## src/design/cvr_pkg.sv

```systemverilog
// Package for the axis rotation block: axis codes, pipeline control struct,
// CORDIC gain and arctangent table. No dependencies.
package cvr_pkg;

  localparam int unsigned COORD_WIDTH_DEF    = 32;
  localparam int unsigned ROTATION_STEPS_DEF = 16;
  localparam int unsigned GUARD_BITS         = 8;
  localparam int unsigned HEADROOM_BITS      = 4;
  localparam int unsigned ANGLE_BITS         = 16;
  localparam int unsigned ACC_WIDTH          = 34;
  localparam logic [31:0] GAIN_Q32           = 32'h9B74EDA8;

  typedef enum logic [1:0] {
    AXIS_X    = 2'd0,
    AXIS_Y    = 2'd1,
    AXIS_Z    = 2'd2,
    AXIS_NONE = 2'd3
  } cvr_axis_t;

  typedef struct packed {
    logic      valid;
    cvr_axis_t axis;
  } cvr_ctl_t;

  // atan(2^-i) in units of 2^-32 turn, truncated
  function automatic logic [31:0] atan_q32(input int unsigned idx);
    logic [31:0] v;
    case (idx)
      0:       v = 32'h20000000;
      1:       v = 32'h12E4051D;
      2:       v = 32'h09FB385B;
      3:       v = 32'h051111D4;
      4:       v = 32'h028B0D43;
      5:       v = 32'h0145D7E1;
      6:       v = 32'h00A2F61E;
      7:       v = 32'h00517C55;
      8:       v = 32'h0028BE53;
      9:       v = 32'h00145F2E;
      10:      v = 32'h000A2F98;
      11:      v = 32'h000517CC;
      12:      v = 32'h00028BE6;
      13:      v = 32'h000145F3;
      14:      v = 32'h0000A2F9;
      15:      v = 32'h0000517C;
      16:      v = 32'h000028BE;
      17:      v = 32'h0000145F;
      18:      v = 32'h00000A2F;
      19:      v = 32'h00000517;
      20:      v = 32'h0000028B;
      21:      v = 32'h00000145;
      22:      v = 32'h000000A2;
      23:      v = 32'h00000051;
      24:      v = 32'h00000028;
      25:      v = 32'h00000014;
      26:      v = 32'h0000000A;
      27:      v = 32'h00000005;
      28:      v = 32'h00000002;
      29:      v = 32'h00000001;
      default: v = 32'h00000000;
    endcase
    return v;
  endfunction

endpackage

```

## src/design/cvr_cordic_step.sv

```systemverilog
// One registered CORDIC micro-rotation with a fixed shift of STEP.
// Depends on cvr_pkg.
module cvr_cordic_step
  import cvr_pkg::*;
#(
  parameter int unsigned COORD_WIDTH = COORD_WIDTH_DEF,
  parameter int unsigned STEP        = 0
) (
  input  logic                                           clk,
  input  logic                                           rst,
  input  logic                                           en_next,
  output logic                                           en,
  input  cvr_ctl_t                                       ctl_in,
  input  logic signed [COORD_WIDTH-1:0]                  ox_in,
  input  logic signed [COORD_WIDTH-1:0]                  oy_in,
  input  logic signed [COORD_WIDTH-1:0]                  oz_in,
  input  logic signed [COORD_WIDTH+GUARD_BITS+HEADROOM_BITS-1:0] u_in,
  input  logic signed [COORD_WIDTH+GUARD_BITS+HEADROOM_BITS-1:0] w_in,
  input  logic signed [ACC_WIDTH-1:0]                    z_in,
  output cvr_ctl_t                                       ctl,
  output logic signed [COORD_WIDTH-1:0]                  ox,
  output logic signed [COORD_WIDTH-1:0]                  oy,
  output logic signed [COORD_WIDTH-1:0]                  oz,
  output logic signed [COORD_WIDTH+GUARD_BITS+HEADROOM_BITS-1:0] u,
  output logic signed [COORD_WIDTH+GUARD_BITS+HEADROOM_BITS-1:0] w,
  output logic signed [ACC_WIDTH-1:0]                    zacc
);

  localparam int unsigned IW        = COORD_WIDTH + GUARD_BITS + HEADROOM_BITS;
  localparam logic [31:0] ATAN_STEP = atan_q32(STEP);

  logic signed [ACC_WIDTH-1:0] atan_ext;
  logic signed [IW-1:0]        du;
  logic signed [IW-1:0]        dw;
  logic signed [IW-1:0]        u_next;
  logic signed [IW-1:0]        w_next;
  logic signed [ACC_WIDTH-1:0] z_next;

  assign en       = !ctl.valid || en_next;
  assign atan_ext = $signed({{(ACC_WIDTH-32){1'b0}}, ATAN_STEP});
  assign du       = w_in >>> STEP;
  assign dw       = u_in >>> STEP;

  always_comb begin
    if (!z_in[ACC_WIDTH-1]) begin
      u_next = u_in - du;
      w_next = w_in + dw;
      z_next = z_in - atan_ext;
    end else begin
      u_next = u_in + du;
      w_next = w_in - dw;
      z_next = z_in + atan_ext;
    end
  end

  always_ff @(posedge clk) begin
    if (rst) begin
      ctl.valid <= 1'b0;
    end else if (en) begin
      ctl.valid <= ctl_in.valid;
    end
  end

  always_ff @(posedge clk) begin
    if (en) begin
      ctl.axis <= ctl_in.axis;
      ox       <= ox_in;
      oy       <= oy_in;
      oz       <= oz_in;
      u        <= u_next;
      w        <= w_next;
      zacc     <= z_next;
    end
  end

endmodule

```

## config.mk

```make
export PLATFORM = sky130hd
export DESIGN_NAME = cvr_cordic_step
export DESIGN_NICKNAME = d
export VERILOG_FILES = /design/src/design/cvr_pkg.sv /design/src/design/cvr_cordic_step.sv
export SDC_FILE = /design/constraint.sdc
export NUM_CORES = 1
export LEC_CHECK = 0
export BUFFER_PORTS_ARGS = -buffer_cell sky130_fd_sc_hd__buf_2
export CORE_AREA = 2 2 252 179
export DETAILED_ROUTE_END_ITERATION = 10
export DIE_AREA = 0 0 254 181
export GPL_TIMING_DRIVEN = 0
export PLACE_DENSITY_LB_ADDON = 0.1
export SLEW_MARGIN = 10
export SYNTH_ARGS = -nofsm -noshare
export SYNTH_HDL_FRONTEND = slang
export SYNTH_SLANG_ARGS = --single-unit
```

## constraint.sdc

```tcl
create_clock -name clk -period 7.4 [get_ports clk]
set_input_delay 0.37 -clock clk [delete_from_list [all_inputs] [get_ports clk]]
set_output_delay 0.37 -clock clk [all_outputs]
set_load 0.03 [all_outputs]
```

# [Word-level counts from Yosys, hierarchy flattened]
# Cells that the tools add are included.
[totals] rom_bits=0 output_inout_bits=222 mem_count=0 latch_bits=0 mem_bits_rw=0 register_bits=221 word_cells=18
[op_classes] reduce_logical=2 multipliers=0 div=0 shifts=0 order_cmp=0 mux=3 bitwise=0 n_eq_ne=0 n_addsub=5
[ops] operator="44-bit 2-to-1 mux" count=2
[ops] operator="44-bit subtractor" count=2
[ops] operator="44-bit adder" count=1
[ops] operator="34-bit by 31-bit adder with 34-bit output (second input constant)" count=1
[ops] operator="34-bit 2-to-1 mux" count=1
[ops] operator="34-bit by 31-bit subtractor with 34-bit output (second input constant)" count=1
[ops] operator="1-bit logical NOT" count=1
[ops] operator="1-bit logical OR" count=1

# [Depth between registers and ports, before layout]
[depth] ltp_word=2 ltp_mapped=14 mapped_depth_nobuf=13

# [Worst setup path before layout]
# No wires, ideal clock.
[synth_path] path_kind="input to register" from="input port en_next" to="register ctl[2] (netlist name)" n_path_buf=0 arrival_time_ns=6.109 setup_ns=0.377 cell_stages=2 slack_ns=0.914 path_cell_list="nand2b_1 a21oi_1"
[synth_between] elab_chain_len=1
[synth_lines] item="from (decl)" line="cvr_cordic_step.sv:11" source="input logic en_next,"
[synth_lines] item="1-bit logical OR" line="cvr_cordic_step.sv:39" source="assign en = !ctl.valid || en_next;"
[synth_lines] item="to (decl)" line="cvr_cordic_step.sv:20" source="output cvr_ctl_t ctl,"
# Every way passes these cells.
# A chain may end at the register's enable or synchronous reset.

# [Worst setup path in the final report]
[layout_path] from="input port u_in[0]" to="register u[42], data pin"
[layout_between] elab_chain_len=2 word_cells_on_any_way=3
[layout_lines] item="from (decl)" line="cvr_cordic_step.sv:17" source="input logic signed [COORD_WIDTH+GUARD_BITS+HEADROOM_BITS-1:0] u_in,"
[layout_lines] item="44-bit subtractor / 44-bit adder (equally long branches)" line="cvr_cordic_step.sv:46, cvr_cordic_step.sv:50"
[layout_lines] item="44-bit 2-to-1 mux *" line="cvr_cordic_step.sv:45" source="if (!z_in[ACC_WIDTH-1]) begin"
[layout_lines] item="named net u_next[42]" line="cvr_cordic_step.sv:35" source="logic signed [IW-1:0] u_next;"
[layout_lines] item="to (signal assigned)" line="cvr_cordic_step.sv:70" source="u <= u_next;"
[layout_lines] item="to (decl)" line="cvr_cordic_step.sv:24" source="output logic signed [COORD_WIDTH+GUARD_BITS+HEADROOM_BITS-1:0] u,"
# Mark *: on every way through the listed nets, which the timed path passes. The rest lies on a longest branch.

==> out/results.ini <==
[logic_synthesis]
synth-simple-area-share_pct = 11.2
syn-instance-count = 1516
synth_xor_area_share_pct = 5.06
synthArstFlopShare_pct = 0
synth-seq-cells = 220
yosys.area.top_type = edfxtp_1
yosys.area_share.adder_pct = 12.7
yosysWarnings = 0
synth_top_area_share_pct = 43.6
synth_edf_count = 219
avgSynthCellArea_um2 = 9.94
synthTopCellsByArea = edfxtp_1, ha_1, a21oi_1
synth_flop_cell = edfxtp_1
ys_seq_area_share_pct = 43.8
synth.most_common_cell = edfxtp_1
synth_compound_area_share_pct = 20.4
synth.distinct_cells = 87
synthMuxAreaShare_pct = 1.33
synthTopCellsByCount = edfxtp_1, a21oi_1, ha_1
synth_top_family_by_area = compound AO/OA/AOI/OAI gates
syn_nets = 1891
synth_area_um2 = 15100

[sta]
fin_worst_skew_ns = 0.0203
rsz0062_at_grt = no
slew_headroom_pct = 12.2
hold_viol = 0
fin_hold_ws_ns = 0.0363
final_max_slew_viol_count = 0
finalSetupViolations = 0
min_period_over_period_pct = 50.5
period_needed_ns = 3.74
max_freq_ghz = 0.268
worstMarginPinSlew_ns = 1.32

[layout]
nNetsFinal = 2492
layout-drive-gt1-share_pct = 26.2
area_growth_pct = 34.1
fill_cells = 4266
layout.cells.non_filler = 2736

[detailed_routing]
via_per_inst = 5.29
drt-total-wl_mm = 60.4
wire_per_inst_um = 22.1
dr_wl_met3_mm = 6.20
drc = 0
wirelength_met1_mm = 27.3
first_pass_iters = 6
vias = 14461
drtIter0Drc = 1449
wl_met2_mm = 25.8
postRouteAntennaNets = 0
routed.top_layer = met5

[grt]
grt_pass1_wl_mm = 88.0
grt_pass1_vias = 14050
antenna_found_initial = 7
track_usage_pct = 25.3
grt_max_degree = 64
overflow = 0

[critical_path]
r2r_start = ctl[2]
r2r_cells = 3
cp.arrival_ns = 4.02
critical_path_required_ns = 7.68
critPathCapture = u[42]
r2r_end = u[24]
criticalPathCategory = primary input to flop
cp-startpoint = u_in[0]
cp-end-kind = flop
crit_path_start_kind = primary input
regToRegSetupSlack_ns = 5.44
critPathMaxFanout = 5

[clock_tree]
clk_pin_slew_ns = 0.06
cts.sinks = 220
clock_path_buffers = 3
cts_tree = built
cts_buffers = 25
clockRootBuffer = clkbuf_16
clock_latency_ns = 0.55
htree_num_levels = 1

[run]
maxCapViolCount = 0

[power]
switching_share_pct = 36.5
switching_power_mw = 1.60
power.leakage_nw = 8.92
power_frac_clock_pct = 28.1
pwr_density_cell_nw_per_um2 = 217
p_int_mw = 2.78
p_seq_share_pct = 36.9
peakVddDrop_mv = 0.179
pwr-share-comb_pct = 35.0

[floorplanning]
dieArea_um2 = 46000
rows = 64
ios = 446
die_h_um = 181
start_util_pct = 34.7
die_w_um = 254
core_um2 = 43400

[placement]
routabilityCongestion = 0.972
placed_cells = 2557
port_buffers = 444
dp_hpwl_mm = 47.5

[hold_path]
holdCritPathClass = primary input to flop
min_delay_path_depth = 1

[status]
status = complete, no violations

-- layout make-up --
type / instances / area [um2] / area share (%)
inverters: 136 / 513 / 2.54
flip-flops and latches: 220 / 6600 / 32.6
diodes: 7 / 17.5 / 0.0867
clock inverters: 16 / 159 / 0.786
multi-input cells: 1098 / 7650 / 37.9
repair buffers: 574 / 3580 / 17.7
clock buffers: 29 / 641 / 3.17
plain buffers: 62 / 317 / 1.57
well taps: 594 / 743 / 3.68
-- per-layer routing --
metal | vias up | track usage, %
met4 | 2 | 4.71
met5 | - | 0
met3 | 72 | 6.84
li1 | 6713 | -
met2 | 718 | 37.4
met1 | 6956 | 37.1
-- registers in the layout, summed over array words and instances, names as in the netlist --
register	cells
oy	32
ctl	3
u	44
zacc	34
w	43
oz	32
ox	32
-- worst min-delay path by stage --
stage / startpoint / endpoint / slack, ns
global route: z_in[6] / zacc[6] / 0.02
global placement: rst / ctl[2] / 0.53
detailed placement: rst / ctl[2] / 0.53
CTS: z_in[6] / zacc[6] / 0.008
finish: z_in[6] / zacc[6] / 0.04
floorplan: rst / ctl[2] / 0.44
-- cell families after synthesis --
logic type | after synthesis
AO/OA/AOI/OAI | 485
buffers and inverters | 198
AND/OR/NAND/NOR | 355
XOR/XNOR | 87
adder cells (fa/ha/maj) | 151
multiplexers | 20
flip-flops | 220
-- cell usage in the layout (no fill, tap or decap), types with 26 or more instances in the layout --
master,n
ha_1,147
edfxtp_1,219
buf_2,469
nor3_1,33
clkbuf_1,26
inv_1,123
nor2_1,105
o21ai_0,92
nand2_1,97
dlygate4sd3_1,127
a21o_1,28
xnor2_1,81
a21oi_1,177
-- critical path: stages --
cell	delay (ns)
buf_2	0.10
inv_1	0.04
ha_1	0.23
fa_1	0.43
o21ai_1	0.45
a21oi_1	0.29
o311ai_1	0.65
nand2_1	0.22
o221a_1	0.38
o31ai_1	0.51
o32ai_1	0.19
xnor2_1	0.15
-- stage by stage --
step	util [%]	power (mW)	worst slack (ns)	area, um2	setup TNS [ns]
2_1_floorplan	-	2.59	0.914	15100	0
3_3_place_gp	41.6	3.10	-2.04	18000	-281.93
3_5_place_dp	41.8	3.09	3.22	18100	0
4_1_cts	46.5	4.41	3.79	20200	0
5_1_grt	46.5	4.57	3.56	20200	0
6_report	46.6	4.38	3.66	20200	0
-- power by group through the flow --
stage	combinational, mW	clock, mW	sequential [mW]
3_5_place_dp	1.45	0	1.64
3_3_place_gp	1.45	0	1.66
2_1_floorplan	0.588	0	2.01
5_1_grt	1.63	1.31	1.63
4_1_cts	1.52	1.27	1.62
6_report	1.53	1.23	1.62
-- what timing repair did --
| action | in CTS | in global routing |
|---|---|---|
| resized for setup | 0 | 0 |
| buffers inserted | 0 | 0 |
| endpoints found under the hold margin | 127 | 0 |
| hold buffers | 127 | 0 |
(Power assumes the default switching activity.)
