===== src/design/cvr_pkg.sv =====
// Package for the axis rotation block: axis codes, pipeline control struct,
// CORDIC gain and arctangent table. No dependencies.
package cvr_pkg;

  localparam int unsigned COORD_WIDTH_DEF    = 32;
  localparam int unsigned ROTATION_STEPS_DEF = 16;
  localparam int unsigned GUARD_BITS         = 8;
  localparam int unsigned HEADROOM_BITS      = 4;
  localparam int unsigned ANGLE_BITS         = 16;
  localparam int unsigned ACC_WIDTH          = 34;
  localparam logic [31:0] GAIN_Q32           = 32'h9B74EDA8;

  typedef enum logic [1:0] {
    AXIS_X    = 2'd0,
    AXIS_Y    = 2'd1,
    AXIS_Z    = 2'd2,
    AXIS_NONE = 2'd3
  } cvr_axis_t;

  typedef struct packed {
    logic      valid;
    cvr_axis_t axis;
  } cvr_ctl_t;

  // atan(2^-i) in units of 2^-32 turn, truncated
  function automatic logic [31:0] atan_q32(input int unsigned idx);
    logic [31:0] v;
    case (idx)
      0:       v = 32'h20000000;
      1:       v = 32'h12E4051D;
      2:       v = 32'h09FB385B;
      3:       v = 32'h051111D4;
      4:       v = 32'h028B0D43;
      5:       v = 32'h0145D7E1;
      6:       v = 32'h00A2F61E;
      7:       v = 32'h00517C55;
      8:       v = 32'h0028BE53;
      9:       v = 32'h00145F2E;
      10:      v = 32'h000A2F98;
      11:      v = 32'h000517CC;
      12:      v = 32'h00028BE6;
      13:      v = 32'h000145F3;
      14:      v = 32'h0000A2F9;
      15:      v = 32'h0000517C;
      16:      v = 32'h000028BE;
      17:      v = 32'h0000145F;
      18:      v = 32'h00000A2F;
      19:      v = 32'h00000517;
      20:      v = 32'h0000028B;
      21:      v = 32'h00000145;
      22:      v = 32'h000000A2;
      23:      v = 32'h00000051;
      24:      v = 32'h00000028;
      25:      v = 32'h00000014;
      26:      v = 32'h0000000A;
      27:      v = 32'h00000005;
      28:      v = 32'h00000002;
      29:      v = 32'h00000001;
      default: v = 32'h00000000;
    endcase
    return v;
  endfunction

endpackage


===== src/design/cvr_point_if.sv =====
// Input channel carrying one point, its angle and axis code.
// Depends on nothing; width set by COORD_WIDTH.
interface cvr_point_if #(
  parameter int unsigned COORD_WIDTH = 32
);
  logic                          valid;
  logic                          ready;
  logic signed [COORD_WIDTH-1:0] px;
  logic signed [COORD_WIDTH-1:0] py;
  logic signed [COORD_WIDTH-1:0] pz;
  logic [15:0]                   angle_turns;
  logic [1:0]                    axis;

  modport source (output valid, px, py, pz, angle_turns, axis, input ready);
  modport sink   (input valid, px, py, pz, angle_turns, axis, output ready);
endinterface


===== src/design/cvr_pre.sv =====
// Entry stage: picks the plane pair, folds the angle into one half turn,
// scales the pair by the guard bits. Depends on cvr_pkg and cvr_point_if.
module cvr_pre
  import cvr_pkg::*;
#(
  parameter int unsigned COORD_WIDTH = COORD_WIDTH_DEF
) (
  input  logic                                           clk,
  input  logic                                           rst,
  cvr_point_if.sink                                      points,
  input  logic                                           en_next,
  output logic                                           en,
  output cvr_ctl_t                                       ctl,
  output logic signed [COORD_WIDTH-1:0]                  ox,
  output logic signed [COORD_WIDTH-1:0]                  oy,
  output logic signed [COORD_WIDTH-1:0]                  oz,
  output logic signed [COORD_WIDTH+GUARD_BITS+HEADROOM_BITS-1:0] u,
  output logic signed [COORD_WIDTH+GUARD_BITS+HEADROOM_BITS-1:0] w,
  output logic signed [ACC_WIDTH-1:0]                    zacc
);

  localparam int unsigned IW = COORD_WIDTH + GUARD_BITS + HEADROOM_BITS;

  logic signed [COORD_WIDTH-1:0] a_sel;
  logic signed [COORD_WIDTH-1:0] b_sel;
  logic signed [IW-1:0]          a_ext;
  logic signed [IW-1:0]          b_ext;
  logic signed [16:0]            s_raw;
  logic signed [16:0]            s_fold;
  logic                          flip;
  logic signed [IW-1:0]          u_next;
  logic signed [IW-1:0]          w_next;
  logic signed [ACC_WIDTH-1:0]   z_next;
  cvr_axis_t                     axis_in;

  assign en           = !ctl.valid || en_next;
  assign points.ready = en;
  assign axis_in      = cvr_axis_t'(points.axis);

  always_comb begin
    unique case (axis_in)
      AXIS_X: begin
        a_sel = points.py;
        b_sel = points.pz;
      end
      AXIS_Y: begin
        a_sel = points.pz;
        b_sel = points.px;
      end
      AXIS_Z: begin
        a_sel = points.px;
        b_sel = points.py;
      end
      default: begin
        a_sel = points.px;
        b_sel = points.py;
      end
    endcase
  end

  always_comb begin
    s_raw = $signed({points.angle_turns[ANGLE_BITS-1], points.angle_turns});
    flip  = 1'b0;
    if (s_raw > 17'sd16384) begin
      s_fold = s_raw - 17'sd32768;
      flip   = 1'b1;
    end else if (s_raw < -17'sd16384) begin
      s_fold = s_raw + 17'sd32768;
      flip   = 1'b1;
    end else begin
      s_fold = s_raw;
    end
    z_next = {{(ACC_WIDTH-33){s_fold[16]}}, s_fold, 16'b0};
  end

  always_comb begin
    a_ext = {{(IW-COORD_WIDTH){a_sel[COORD_WIDTH-1]}}, a_sel};
    b_ext = {{(IW-COORD_WIDTH){b_sel[COORD_WIDTH-1]}}, b_sel};
    if (flip) begin
      a_ext = -a_ext;
      b_ext = -b_ext;
    end
    u_next = {a_ext[IW-GUARD_BITS-1:0], {GUARD_BITS{1'b0}}};
    w_next = {b_ext[IW-GUARD_BITS-1:0], {GUARD_BITS{1'b0}}};
  end

  always_ff @(posedge clk) begin
    if (rst) begin
      ctl.valid <= 1'b0;
    end else if (en) begin
      ctl.valid <= points.valid;
    end
  end

  always_ff @(posedge clk) begin
    if (en) begin
      ctl.axis <= axis_in;
      ox       <= points.px;
      oy       <= points.py;
      oz       <= points.pz;
      u        <= u_next;
      w        <= w_next;
      zacc     <= z_next;
    end
  end

endmodule


===== src/flat_wrapper.sv =====
// flat-port wrapper written by rule: the top's interface ports become plain ports
module cvr_pre_flat import cvr_pkg::*;
#(
  parameter int unsigned COORD_WIDTH = COORD_WIDTH_DEF
)
  (clk, rst, en_next, en, ctl, ox, oy, oz, u, w, zacc, points_valid, points_px, points_py, points_pz, points_angle_turns, points_axis, points_ready);
  cvr_point_if #(.COORD_WIDTH(COORD_WIDTH)) points_i ();
  input  logic clk;
  input  logic rst;
  input  logic en_next;
  output logic en;
  output cvr_ctl_t ctl;
  output logic signed [COORD_WIDTH-1:0] ox;
  output logic signed [COORD_WIDTH-1:0] oy;
  output logic signed [COORD_WIDTH-1:0] oz;
  output logic signed [COORD_WIDTH+GUARD_BITS+HEADROOM_BITS-1:0] u;
  output logic signed [COORD_WIDTH+GUARD_BITS+HEADROOM_BITS-1:0] w;
  output logic signed [ACC_WIDTH-1:0] zacc;
  input wire logic [$bits(points_i.valid)-1:0] points_valid;
  input wire logic [$bits(points_i.px)-1:0] points_px;
  input wire logic [$bits(points_i.py)-1:0] points_py;
  input wire logic [$bits(points_i.pz)-1:0] points_pz;
  input wire logic [$bits(points_i.angle_turns)-1:0] points_angle_turns;
  input wire logic [$bits(points_i.axis)-1:0] points_axis;
  output wire logic [$bits(points_i.ready)-1:0] points_ready;
  assign points_i.valid = points_valid;
  assign points_i.px = points_px;
  assign points_i.py = points_py;
  assign points_i.pz = points_pz;
  assign points_i.angle_turns = points_angle_turns;
  assign points_i.axis = points_axis;
  assign points_ready = points_i.ready;
  cvr_pre #(.COORD_WIDTH(COORD_WIDTH)) u_core (.clk(clk), .rst(rst), .points(points_i), .en_next(en_next), .en(en), .ctl(ctl), .ox(ox), .oy(oy), .oz(oz), .u(u), .w(w), .zacc(zacc));
endmodule

===== config.mk =====
export PLATFORM = sky130hd
export DESIGN_NAME = cvr_pre_flat
export DESIGN_NICKNAME = d
export VERILOG_FILES = /design/src/design/cvr_pkg.sv /design/src/design/cvr_point_if.sv /design/src/design/cvr_pre.sv /design/src/flat_wrapper.sv
export SDC_FILE = /design/constraint.sdc
export NUM_CORES = 1
export LEC_CHECK = 0
export BUFFER_PORTS_ARGS = -buffer_cell sky130_fd_sc_hd__clkbuf_2
export CAP_MARGIN = 20
export CORE_UTILIZATION = 50
export CTS_CLUSTER_SIZE = 20
export DETAILED_ROUTE_END_ITERATION = 7
export PLACE_DENSITY = 0.81
export SLEW_MARGIN = 0
export SYNTH_ARGS = -nofsm -noshare
export SYNTH_HDL_FRONTEND = slang
export SYNTH_SLANG_ARGS = --single-unit
export TNS_END_PERCENT = 20

===== constraint.sdc =====
create_clock -name clk -period 16.88 [get_ports clk]
set_input_delay 3.376 -clock clk [delete_from_list [all_inputs] [get_ports clk]]
set_output_delay 3.376 -clock clk [all_outputs]
set_load 0.02 [all_outputs]

; ---- Yosys cells after proc, flatten, opt, wreduce, memory -nomap -nowiden
; Index checks and enable logic that the tools add are counted.
[totals]
rom_bits = 0
mem_bits_rw = 0
memories = 0
latchBits = 0
output_inout_bits = 223
elab_cells = 26
input_bits = 118
reg_bits = 188
[classes]
order_cmp = 2
bitwise_logic = 0
eq_ne = 1
n_reduce_logical = 3
addsub = 4
div = 0
n_mul = 0
shift = 0
n_mux = 8
[op_table]
columns = cell, count
row1 = $pmux 32 s2, 2
row2 = $mux 36, 2
row3 = $neg 32->36, 2
row4 = $mux 17, 2
row5 = $add 16x17->17 const B, 1
row6 = $sub 16x17->17 const B, 1
row7 = $gt 16x16->1 const B, 1
row8 = $lt 16x15->1 const B, 1
row9 = $eq 2x1->1 const B, 1
row10 = $logic_not 2->1, 1
row11 = $mux 1, 2
row12 = $logic_not 1->1, 1
row13 = $logic_or 1x1->1, 1

; ---- Longest topological paths before layout
[logic_depth]
ltp_word = 4
mapped_depth = 11

; ---- Worst setup path after synthesis
; Ideal clock, no wire load.
[synth_timing]
kind = input -> output
from = input en_next
to = output points_ready
t_arrival_ns = 8.700
path_stages = 2
path_slack_ns = 4.804
path_buffers = 1
path_cell_list = nand2b_1 -> buf_4
[synth_via]
elab_chain_cells = 1
[synth_rtl]
columns = item, line
row1 = "start, declared", flat_wrapper.sv:10  ; input logic en_next;
row2 = $logic_or 1x1->1, cvr_pre.sv:36  ; assign en = !ctl.valid || en_next;
row3 = "end, declared", flat_wrapper.sv:25  ; output wire logic [$bits(points_i.ready)-1:0] points_ready;
; No other way between the ends.

; ---- Final worst setup path
[layout_timing]
from = input en_next
to = output en
[layout_via]
elab_chain_cells = 1
[layout_rtl]
columns = item, line
row1 = $logic_or 1x1->1, cvr_pre.sv:36
row2 = "end, declared", flat_wrapper.sv:11  ; output logic en;
; No other way between the ends.

==> flow_summary.toml <==
[placement]
place_hpwl_mm = 16.1
place_ws_ns = 8.89
dpl-instance-area_um2 = 10500
globalplace.congestion = 0.795
io_buffers = 308

[cells_and_area]
syn_to_final_growth_pct = 24.4
layout_common_cells = "307 x clkbuf_2, 187 x edfxtp_1, 58 x mux2i_1"
antenna_cells = 0
mostFrequentLayoutCell = "clkbuf_2"
final_util_pct = 63.9
fin_nets = 1059
fillers = 1335
finish.instance_area_um2 = 11100
final_layout_size_suffix_gt1_share_pct = 41.5

[hold_path]
min_to = "u_core.ctl[2]"
hp-start = "u_core.ctl[2]"
min_path_type = "flop to flop"
whs_path_depth = 2

[synthesis]
ys_ff_latch = 188
ys_seq_area_share_pct = 63.2
yosys.area.top_type_share_pct = 63.0
ys_types = 47
synth_warnings = 0
syn_area_um2 = 8910
synth.largest_area_cell = "edfxtp_1"
yosys-top-cells-area = "edfxtp_1 63%, mux2i_1 6.5%, xnor2_1 3.1%"
synth_cells = 634
syn_area_per_cell_um2 = 14.1

[detailed_routing]
routed_wl_mm = 21.8
drtAntennaViolNets = 0
first_pass_iters = 5
num_vias = 6231
vias_per_cell = 5.30
avgRoutedWirePerCell_um = 18.6
drc_errors = 0
drt_iter0_markers = 403

[clock_network]
cts_tree = "built"
clk_pin_slew_ns = 0.07
cts_root_buf = "clkbuf_16"
cts.repair.resized = 0
clock_sinks = 188
ctsLongestPathBuffers = 2
clk_latency_ns = 0.42
cts_buffers = 17
h-tree-depth = 4
postCtsSetupBuffers = 0
cts_hold_buffers = 0

[critical_path]
crit_fanout = 78
r2r_end = "u_core.w[11]"
ff2ff_path_depth = 3
crit_type = "primary input to output pin"
crit-reg2reg-launch = "u_core.ctl[2]"
critPathLaunchType = "primary input"
crit_path_end_kind = "output pin"
required_ns = 13.50
r2r_setup_slack_ns = 13.88
cp.arrival_ns = 4.56

[sta]
layout_min_cycle_time_ns = 7.93
rsz0062_at_grt = "no"
fmax_mhz = 126
skew_ns = 0.00916
worst_pin_slew_ns = 1.09
fin_ws_ns = 8.95
relSlewSlack_pct = 27.5
post-route-period-util_pct = 47.0
slew_violations = 0
setup_tns_ns = 0
finalHoldViolCount = 0
setup_violations = 0

[pwr]
powerDensity_nw_per_um2 = 110
p_leak_nw = 4.85
vdd_drop_max_uv = 75.9

[grt]
antenna_found_initial = 0
overflow = 0
grt_max_degree = 79
grt_pass1_wl_mm = 32.3
grt_pass1_vias = 5875
grt_usage_pct = 23.8

[floorplan]
dieArea_um2 = 18400
start_util_pct = 51.3
ios = 341
coreArea_um2 = 17400
num_rows = 48
die_h_um = 135
die_w_um = 135

[job]
maxCapViolCount = 0

[outcome]
status = "finished clean"
## kinds of logic (layout without fill, tap and decap cells)
kind of cell             count (synthesis)  count (layout)  synth area share, %
buffers and inverters                   67             353                 4.82
multiplexers                           100             100                 12.6
flip-flops                             188             188                 63.2
XOR/XNOR                                60              60                 5.90
AND/OR/NAND/NOR                        121             121                 7.27
other                                    1              32               0.0421
AO/OA/AOI/OAI                           95              95                 5.88
adder cells (fa/ha/maj)                  2               2                0.281
## cell usage after synthesis, drive strengths merged
master	instances
a21o	1
o21ai	44
edfxtp	187
nand2b	1
a41oi	2
a21oi	30
and4	3
conb	1
a31oi	9
dfxtp	1
clkbuf	8
o31ai	1
nor2b	1
buf	50
xnor2	32
nor3	6
and2	5
a31o	1
ha	2
xor2	28
nor2	30
nand4	9
o211ai	1
mux2	34
nand2	43
and4bb	2
inv	9
and3	5
nor4	7
o21a	6
nand3	9
mux2i	66
## cell type report
cell class                      count  area [µm²]  share of cell area, %
Clock buffer                       17         425                   3.84
Timing Repair Buffer              313        1580                   14.3
Tap cell                          225         282                   2.54
Multi-Input combinational cell    410        2970                   26.8
Clock inverter                     14         155                   1.40
Inverter                            9        33.8                  0.305
Sequential cell                   188        5640                   50.8
## through the flow
stage | std cells | power (mW) | hold WS, ns
floorplan | 665 | 0.758 | 3.45
global placement | 1145 | 0.833 | 1.25
detailed placement | 1145 | 0.840 | 1.32
CTS | 1176 | 1.23 | 1.34
global route | 1176 | 1.27 | 1.40
finish | 1176 | 1.22 | 1.27
## worst max path at each step
stage / depth (start not counted) / startpoint / to
floorplan: 2 / en_next / points_ready
global placement: 3 / en_next / en
detailed placement: 3 / en_next / en
CTS: 3 / en_next / en
global route: 3 / en_next / en
finish: 3 / en_next / en
## routing by layer
metal	track usage, %	up-vias	wire length (µm)
li1	-	2916	-
met1	28.5	2993	8660
met2	41.8	281	11200
met3	4.41	41	1320
met4	10.6	0	638
met5	0	-	0
## report_power, final
part | leakage, nW | switching [mW] | internal, mW | total [mW]
logic | 2.62 | 0.164 | 0.0790 | 0.243
registers | 1.95 | 0.0142 | 0.572 | 0.586
clock network | 0.287 | 0.184 | 0.209 | 0.393
total | 4.85 | 0.362 | 0.861 | 1.22
## critical path, stage by stage
cell and delay (ns):
clkbuf_2 0.08, nand2b_4 0.77, clkbuf_2 0.32
## state kept, by name, summed over array words and instances (netlist names)
register,cells
u_core.zacc,17
u_core.oz,32
u_core.ctl,3
u_core.oy,32
u_core.u,36
u_core.ox,32
u_core.w,36
Power figures use the tool's default switching activity.
