===== src/design/cvr_pkg.sv =====
// Package for the axis rotation block: axis codes, pipeline control struct,
// CORDIC gain and arctangent table. No dependencies.
package cvr_pkg;

  localparam int unsigned COORD_WIDTH_DEF    = 32;
  localparam int unsigned ROTATION_STEPS_DEF = 16;
  localparam int unsigned GUARD_BITS         = 8;
  localparam int unsigned HEADROOM_BITS      = 4;
  localparam int unsigned ANGLE_BITS         = 16;
  localparam int unsigned ACC_WIDTH          = 34;
  localparam logic [31:0] GAIN_Q32           = 32'h9B74EDA8;

  typedef enum logic [1:0] {
    AXIS_X    = 2'd0,
    AXIS_Y    = 2'd1,
    AXIS_Z    = 2'd2,
    AXIS_NONE = 2'd3
  } cvr_axis_t;

  typedef struct packed {
    logic      valid;
    cvr_axis_t axis;
  } cvr_ctl_t;

  // atan(2^-i) in units of 2^-32 turn, truncated
  function automatic logic [31:0] atan_q32(input int unsigned idx);
    logic [31:0] v;
    case (idx)
      0:       v = 32'h20000000;
      1:       v = 32'h12E4051D;
      2:       v = 32'h09FB385B;
      3:       v = 32'h051111D4;
      4:       v = 32'h028B0D43;
      5:       v = 32'h0145D7E1;
      6:       v = 32'h00A2F61E;
      7:       v = 32'h00517C55;
      8:       v = 32'h0028BE53;
      9:       v = 32'h00145F2E;
      10:      v = 32'h000A2F98;
      11:      v = 32'h000517CC;
      12:      v = 32'h00028BE6;
      13:      v = 32'h000145F3;
      14:      v = 32'h0000A2F9;
      15:      v = 32'h0000517C;
      16:      v = 32'h000028BE;
      17:      v = 32'h0000145F;
      18:      v = 32'h00000A2F;
      19:      v = 32'h00000517;
      20:      v = 32'h0000028B;
      21:      v = 32'h00000145;
      22:      v = 32'h000000A2;
      23:      v = 32'h00000051;
      24:      v = 32'h00000028;
      25:      v = 32'h00000014;
      26:      v = 32'h0000000A;
      27:      v = 32'h00000005;
      28:      v = 32'h00000002;
      29:      v = 32'h00000001;
      default: v = 32'h00000000;
    endcase
    return v;
  endfunction

endpackage


===== src/design/cvr_result_if.sv =====
// Output channel carrying one rotated point.
// Depends on nothing; width set by COORD_WIDTH.
interface cvr_result_if #(
  parameter int unsigned COORD_WIDTH = 32
);
  logic                          valid;
  logic                          ready;
  logic signed [COORD_WIDTH-1:0] rx;
  logic signed [COORD_WIDTH-1:0] ry;
  logic signed [COORD_WIDTH-1:0] rz;

  modport source (output valid, rx, ry, rz, input ready);
  modport sink   (input valid, rx, ry, rz, output ready);
endinterface


===== src/design/cvr_scale.sv =====
// Gain correction and output: magnitude, split 32-bit gain products,
// rounding, saturation and axis reassembly. Depends on cvr_pkg, cvr_result_if.
module cvr_scale
  import cvr_pkg::*;
#(
  parameter int unsigned COORD_WIDTH = COORD_WIDTH_DEF
) (
  input  logic                                           clk,
  input  logic                                           rst,
  output logic                                           en,
  input  cvr_ctl_t                                       ctl_in,
  input  logic signed [COORD_WIDTH-1:0]                  ox_in,
  input  logic signed [COORD_WIDTH-1:0]                  oy_in,
  input  logic signed [COORD_WIDTH-1:0]                  oz_in,
  input  logic signed [COORD_WIDTH+GUARD_BITS+HEADROOM_BITS-1:0] u_in,
  input  logic signed [COORD_WIDTH+GUARD_BITS+HEADROOM_BITS-1:0] w_in,
  cvr_result_if.source                                   rotated
);

  localparam int unsigned IW  = COORD_WIDTH + GUARD_BITS + HEADROOM_BITS;
  localparam int unsigned ML  = (IW + 1) / 2;
  localparam int unsigned MH  = IW - ML;
  localparam int unsigned SW  = IW + 33;
  localparam int unsigned SH  = 32 + GUARD_BITS;
  localparam int unsigned RW  = SW - SH;
  localparam logic [SW-1:0] RND = SW'(1) << (31 + GUARD_BITS);
  localparam logic [RW-1:0] LIM = RW'(1) << (COORD_WIDTH - 1);

  function automatic logic [COORD_WIDTH-1:0] saturate(input logic neg,
                                                      input logic [RW-1:0] r);
    logic [COORD_WIDTH-1:0] rl;
    logic [COORD_WIDTH-1:0] v;
    rl = r[COORD_WIDTH-1:0];
    if (r >= LIM) begin
      v = neg ? {1'b1, {(COORD_WIDTH-1){1'b0}}} : {1'b0, {(COORD_WIDTH-1){1'b1}}};
    end else begin
      v = neg ? (~rl + 1'b1) : rl;
    end
    return v;
  endfunction

  // stage A: magnitude and sign
  cvr_ctl_t                      ctl_a;
  logic signed [COORD_WIDTH-1:0] ox_a, oy_a, oz_a;
  logic [IW-1:0]                 mag_a [2];
  logic                          neg_a [2];
  logic signed [IW-1:0]          lane_in [2];

  // stage B: partial products
  cvr_ctl_t                      ctl_b;
  logic signed [COORD_WIDTH-1:0] ox_b, oy_b, oz_b;
  logic [ML+31:0]                plo_b [2];
  logic [MH+31:0]                phi_b [2];
  logic                          neg_b [2];

  // stage C: rounded, saturated result
  logic [SW-1:0]                 sum_c [2];
  logic [COORD_WIDTH-1:0]        res_c [2];
  logic [COORD_WIDTH-1:0]        rx_next, ry_next, rz_next;
  logic                          en_a, en_b, en_c;

  assign en_c = !rotated.valid || rotated.ready;
  assign en_b = !ctl_b.valid || en_c;
  assign en_a = !ctl_a.valid || en_b;
  assign en   = en_a;

  assign lane_in[0] = u_in;
  assign lane_in[1] = w_in;

  always_ff @(posedge clk) begin
    if (rst) begin
      ctl_a.valid   <= 1'b0;
      ctl_b.valid   <= 1'b0;
      rotated.valid <= 1'b0;
    end else begin
      if (en_a) ctl_a.valid <= ctl_in.valid;
      if (en_b) ctl_b.valid <= ctl_a.valid;
      if (en_c) rotated.valid <= ctl_b.valid;
    end
  end

  always_ff @(posedge clk) begin
    if (en_a) begin
      ctl_a.axis <= ctl_in.axis;
      ox_a       <= ox_in;
      oy_a       <= oy_in;
      oz_a       <= oz_in;
      for (int k = 0; k < 2; k++) begin
        neg_a[k] <= lane_in[k][IW-1];
        mag_a[k] <= lane_in[k][IW-1] ? (~lane_in[k] + 1'b1) : lane_in[k];
      end
    end
  end

  always_ff @(posedge clk) begin
    if (en_b) begin
      ctl_b.axis <= ctl_a.axis;
      ox_b       <= ox_a;
      oy_b       <= oy_a;
      oz_b       <= oz_a;
      for (int k = 0; k < 2; k++) begin
        neg_b[k] <= neg_a[k];
        plo_b[k] <= (ML+32)'(mag_a[k][ML-1:0]) * (ML+32)'(GAIN_Q32);
        phi_b[k] <= (MH+32)'(mag_a[k][IW-1:ML]) * (MH+32)'(GAIN_Q32);
      end
    end
  end

  always_comb begin
    for (int k = 0; k < 2; k++) begin
      sum_c[k] = (SW'(phi_b[k]) << ML) + SW'(plo_b[k]) + RND;
      res_c[k] = saturate(neg_b[k], sum_c[k][SW-1:SH]);
    end
  end

  always_comb begin
    rx_next = ox_b;
    ry_next = oy_b;
    rz_next = oz_b;
    unique case (ctl_b.axis)
      AXIS_X: begin
        ry_next = res_c[0];
        rz_next = res_c[1];
      end
      AXIS_Y: begin
        rz_next = res_c[0];
        rx_next = res_c[1];
      end
      AXIS_Z: begin
        rx_next = res_c[0];
        ry_next = res_c[1];
      end
      default: begin
        rx_next = ox_b;
      end
    endcase
  end

  always_ff @(posedge clk) begin
    if (en_c) begin
      rotated.rx <= rx_next;
      rotated.ry <= ry_next;
      rotated.rz <= rz_next;
    end
  end

endmodule


===== src/flat_wrapper.sv =====
// flat-port wrapper written by rule: the top's interface ports become plain ports
module cvr_scale_flat import cvr_pkg::*;
#(
  parameter int unsigned COORD_WIDTH = COORD_WIDTH_DEF
)
  (clk, rst, en, ctl_in, ox_in, oy_in, oz_in, u_in, w_in, rotated_valid, rotated_rx, rotated_ry, rotated_rz, rotated_ready);
  cvr_result_if #(.COORD_WIDTH(COORD_WIDTH)) rotated_i ();
  input  logic clk;
  input  logic rst;
  output logic en;
  input  cvr_ctl_t ctl_in;
  input  logic signed [COORD_WIDTH-1:0] ox_in;
  input  logic signed [COORD_WIDTH-1:0] oy_in;
  input  logic signed [COORD_WIDTH-1:0] oz_in;
  input  logic signed [COORD_WIDTH+GUARD_BITS+HEADROOM_BITS-1:0] u_in;
  input  logic signed [COORD_WIDTH+GUARD_BITS+HEADROOM_BITS-1:0] w_in;
  output wire logic [$bits(rotated_i.valid)-1:0] rotated_valid;
  output wire logic [$bits(rotated_i.rx)-1:0] rotated_rx;
  output wire logic [$bits(rotated_i.ry)-1:0] rotated_ry;
  output wire logic [$bits(rotated_i.rz)-1:0] rotated_rz;
  input wire logic [$bits(rotated_i.ready)-1:0] rotated_ready;
  assign rotated_valid = rotated_i.valid;
  assign rotated_rx = rotated_i.rx;
  assign rotated_ry = rotated_i.ry;
  assign rotated_rz = rotated_i.rz;
  assign rotated_i.ready = rotated_ready;
  cvr_scale #(.COORD_WIDTH(COORD_WIDTH)) u_core (.clk(clk), .rst(rst), .en(en), .ctl_in(ctl_in), .ox_in(ox_in), .oy_in(oy_in), .oz_in(oz_in), .u_in(u_in), .w_in(w_in), .rotated(rotated_i));
endmodule

===== config.mk =====
export PLATFORM = sky130hd
export DESIGN_NAME = cvr_scale_flat
export DESIGN_NICKNAME = d
export VERILOG_FILES = /design/src/design/cvr_pkg.sv /design/src/design/cvr_result_if.sv /design/src/design/cvr_scale.sv /design/src/flat_wrapper.sv
export SDC_FILE = /design/constraint.sdc
export NUM_CORES = 2
export LEC_CHECK = 0
export ABC_AREA = 0
export ABC_CLOCK_PERIOD_IN_PS = 9300
export BUFFER_PORTS_ARGS = -buffer_cell sky130_fd_sc_hd__buf_2
export CORE_ASPECT_RATIO = 0.75
export CORE_MARGIN = 1
export CORE_UTILIZATION = 65
export DETAILED_ROUTE_END_ITERATION = 16
export PLACE_DENSITY = 0.92
export SKIP_CTS_REPAIR_TIMING = 1
export SLEW_MARGIN = 5
export SYNTH_ARGS = -nofsm -noshare
export SYNTH_HDL_FRONTEND = slang
export SYNTH_SLANG_ARGS = --single-unit

===== constraint.sdc =====
create_clock -name clk -period 9.3 [get_ports clk]
set_input_delay 0.465 -clock clk [delete_from_list [all_inputs] [get_ports clk]]
set_output_delay 0.465 -clock clk [all_outputs]
set_load 0.02 [all_outputs]

# == Word-level counts from Yosys, hierarchy flattened ==
# Memories as Yosys holds them, arrays and structs flattened.
# Cells that the tools add are included.
# totals
regBits,295
latch_bits,0
ram_bits,296
rom_bits,0
in_bits,190
output_inout_bits,98
wordCells,61
memories,5
# mem_list
memory,words,word_bits,rd,rd_ports_with_merged_regs,write_ports,line,rtl
u_core.phi_b,2,51,2,0,2,cvr_scale.sv:53,logic [MH+31:0] phi_b [2];
u_core.plo_b,2,51,2,0,2,cvr_scale.sv:52,logic [ML+31:0] plo_b [2];
u_core.mag_a,2,44,2,0,2,cvr_scale.sv:45,logic [IW-1:0] mag_a [2];
u_core.neg_a,2,1,2,0,2,cvr_scale.sv:46,logic neg_a [2];
u_core.neg_b,2,1,2,0,2,cvr_scale.sv:54,logic neg_b [2];
# classes
addsub,8
mul,4
n_div,0
magnitude_cmp,2
n_eq_ne,2
n_shift,0
muxes,15
bitwise,4
reduce_logical,7
# op_table
cell,n
$mul A22 B29 Y51 const B,4
$mux W32,6
$pmux W32 S2,3
$add A76 B54 Y77,2
$add A77 B40 Y77 const B,2
$add A44 B1 Y44 const B,2
$mux W44,2
$not A44 Y44,2
$ge A37 B32 Y1 const B,2
$add A32 B1 Y32 const B,2
$not A32 Y32,2
$mux W1,4
$logic_not A1 Y1,3
$logic_or A1 B1 Y1,3
$eq A2 B1 Y1 const B,1
$eq A2 B2 Y1 const B,1
$logic_not A2 Y1,1

# == Depth between registers and ports, before layout ==
# An unclocked memory read counts as a cell.
# logic_depth
ltp_word,8
depth_mapped,27
ltp_nobuf,27

# == Worst setup path after synthesis ==
# OpenSTA, ideal clock, no wires.
# synth_timing
kind,register to register
start,mem u_core.mag_a[0][5] in the netlist's numbering
end,mem u_core.plo_b[0][49] in the netlist's numbering (data pin)
setup_time_ps,258
t_arrival_ps,7187
required_ps,9042
setup_slack_ps,1855
stages_incl_launch_ff,25
path_buffers,0
synth_period_minus_slack_ps,7445
path_cell_list,edfxtp_1 > fa_1 > inv_1 > fa_1 > inv_1 > fa_1 > fa_1 > fa_1 > fa_1 > inv_1 > fa_1 > inv_1 > ha_1 > a21oi_1 > o221ai_1 > a31o_2 > a2111oi_0 > o21bai_1 > a41oi_1 > o21ai_0 > a21oi_1 > o21ai_0 > a31o_2 > a21oi_1 > xnor2_1
# synth_rtl
element,line
from (decl),cvr_scale.sv:45
to (decl),cvr_scale.sv:52

==> out/results.tsv <==
metric	value	unit
Die ar.	108500	um^2
Worst Path Max Fanout	7	
number of buffers created by CTS	57	
Clock Skew	0.08764	ns
CTS tree	yes	
Routed Antenna Nets	0	
synth warn	0	
synth unique cells	91	
RSZ-0062 raised after global routing	no	
HPWL after detailed placement	165000	um
FF-to-FF setup slack	0.61	ns
Hold EP	u_core.mag_a[0][0]	
grt ovf	0	
Highest Signal Layer	met5	
Worst-Margin Slew	1.375	ns
M1 WL	81020	um
multi-input logic area	47360	um^2
fmax	115.1	MHz
Async SR Flop Fraction	0	%
CORE AREA	105800	um^2
Crit Reg-Reg Endpoint	u_core.plo_b[0][44]	
total number of vias	50690	
Setup TNS Final	0	ns
number of global-route vias before repair	51570	
metal3 WL	27570	um
Port Buf Inserts	287	
worst reg2reg path depth	24	
worst setup margin	0.6128	ns
FF+latch count, synth	547	
GPL Wtd Cong	1.056	
fin crit period	8.687	ns
DR WL/cell	24.88	um
die span in x	380.1	um
Clock Sinks	547	
initial antenna violation count	9	
Mapped Cells	6384	
outcome	finished, final reports clean	
Starting Density	65.86	%
DRC errors left	0	
Pre-Repair DR Iteration Count	9	
top post-synthesis cells by area	fa_1, edfxtp_1, ha_1	
Setup CP Type	flip-flop to flip-flop	
final hold violation count	0	
met2 WL	88620	um
Rel. slew slack	7.511	%
largest registers	u_core.phi_b (102), u_core.mag_a (88), u_core.plo_b (58)	
min-delay src	u_in[0]	
most frequent cells in the layout	inv_1, fa_1, ha_1	
first-pass GRT wire length	304500	um
Max Slew Vio Count	0	
Hold Crit Class	input pin to flip-flop	
average size of a mapped cell	10.92	um^2
Worst Setup End Kind	flip-flop	
share of layout cells above drive strength 1	7.084	%
WL final	203900	um
synthesized cell area	69680	um^2
max-cap violations	0	
worst skew pair latency	0.71	ns
Root Driver	clkbuf_16	
pre-CTS setup slack	0.5623	ns
# H-tree levels	2	
Post-synth EDFFs	544	
Critical Path RT	9.71	ns
fillers	7204	
post-synth top area cell	fa_1	
DRT iter0 DRCs	6473	
largest net degree at the start of global routing	167	
P&R area growth vs syn	8.425	%
nets	8946	
Arrival @ worst endpoint	9.10	ns
Clock Tree Buf Depth	3	
chip height	285.6	um
sequential-to-total area share from yosys stat	23.53	%
FF/Latch Area	16400	um^2
Startpoint Class	flip-flop	
DR vias/cell	6.186	
syn_nets	8602	
number of flip-flops under the largest register name	102	
total track usage	37.13	%
Reg with most FFs	u_core.phi_b	
row count	103	
area share of the largest cell type after synthesis	30.08	%
top_reg_cell synth	edfxtp_1	
Top Ports	288	
commonest non-fill, non-tap cell in the layout	inv_1	
Worst Hold Depth	1	
clk slew on worst S/H paths	0.07	ns
Final Setup Violations	0	
RR Startpoint	u_core.mag_a[0][4]	
part of the cycle the worst path needs	93.41	%
==> area by class of cell <==
cell class	count	area share, %
Antenna cell	2	0.006624
Clock buffer	62	1.913
Clock inverter	45	0.7518
Inverter	1483	7.381
Multi-Input combinational cell	4250	62.68
Sequential cell	547	21.70
Tap cell	1417	2.347
Timing Repair Buffer	389	3.223
==> synthesized netlist by cell type (15+ instances only) <==
cell type	instances
inv_1	1481
fa_1	1047
ha_1	981
edfxtp_1	544
nand2_1	259
nor2_1	236
a21oi_1	214
xnor2_1	189
o21ai_0	143
a21o_1	115
clkbuf_1	88
nand3_1	75
xor2_1	67
nor3_1	62
a22oi_1	47
a211oi_1	46
o21a_1	44
nand4_1	43
or3_1	41
and2_1	40
o31ai_1	38
o21bai_1	31
nor2b_1	28
nor4_1	28
nand2b_1	27
o211ai_1	26
or2_2	26
and3_1	25
mux2i_1	25
a221o_1	23
a221oi_1	23
or4_1	23
o22ai_1	21
a31oi_1	20
a211o_1	18
and4_1	15
o41ai_1	15
==> cells by family (layout without fill, tap and decap cells) <==
family	Yosys count	after routing	synth area share [%]
adders and majority gates	2028	2028	47.69
buffers and inverters	1587	1979	8.577
AOI/OAI and AO/OA	977	977	9.728
and+or+nand+nor	958	958	6.798
DFF	547	547	23.53
xor gates and xnor gates	256	256	3.218
muxes	31	31	0.4561
other	0	2	0
==> stage by stage <==
stage | cell area (um^2) | util [%] | instances | hold slack (ns)
final | 75550 | 71.41 | 8195 | 0.01353
after global routing | 75550 | 71.41 | 8194 | 0.006240
after CTS | 74710 | 70.61 | 8109 | -0.08323
after detailed placement | 72700 | 68.71 | 8002 | 0.4045
after global placement | 72700 | 68.71 | 8002 | 0.4006
after floorplan | 69680 | - | 6384 | 0.4003
==> per-layer routing <==
metal | up-vias | GRT usage (%)
met5 | - | 0
met4 | 2 | 8.367
met3 | 446 | 11.91
met2 | 3247 | 55.73
met1 | 25050 | 52.97
li1 | 21950 | -
==> critical path, stage by stage, from the launching register on <==
cell and delay, ns:
edfxtp_1 0.53, ha_1 0.47, inv_1 0.13, fa_1 0.59, inv_1 0.07, fa_1 0.49
fa_1 0.55, inv_1 0.07, fa_1 0.48, inv_1 0.06, fa_1 0.56, fa_1 0.43
ha_1 0.34, a211o_1 0.27, a21oi_1 0.17, a2111oi_0 0.16, a2111oi_1 0.61, o21bai_1 0.39
a41oi_1 0.48, o21ai_0 0.23, a21oi_1 0.42, o21ai_0 0.26, a21o_1 0.26, a21oi_1 0.24
xnor2_1 0.14
==> worst max path at each step <==
stage,from,to,cells after the start
2_1_floorplan,u_core.mag_a[0][5],u_core.plo_b[0][49],24
3_3_place_gp,u_core.mag_a[0][5],u_core.plo_b[0][49],24
3_5_place_dp,u_core.mag_a[0][4],u_core.plo_b[0][49],24
4_1_cts,u_core.mag_a[0][4],u_core.plo_b[0][49],24
5_1_grt,u_core.mag_a[0][4],u_core.plo_b[0][49],24
6_report,u_core.mag_a[0][4],u_core.plo_b[0][44],24
Power is not shown: default switching activity piles up to over one toggle a cycle in this logic, so the estimate is an artifact.
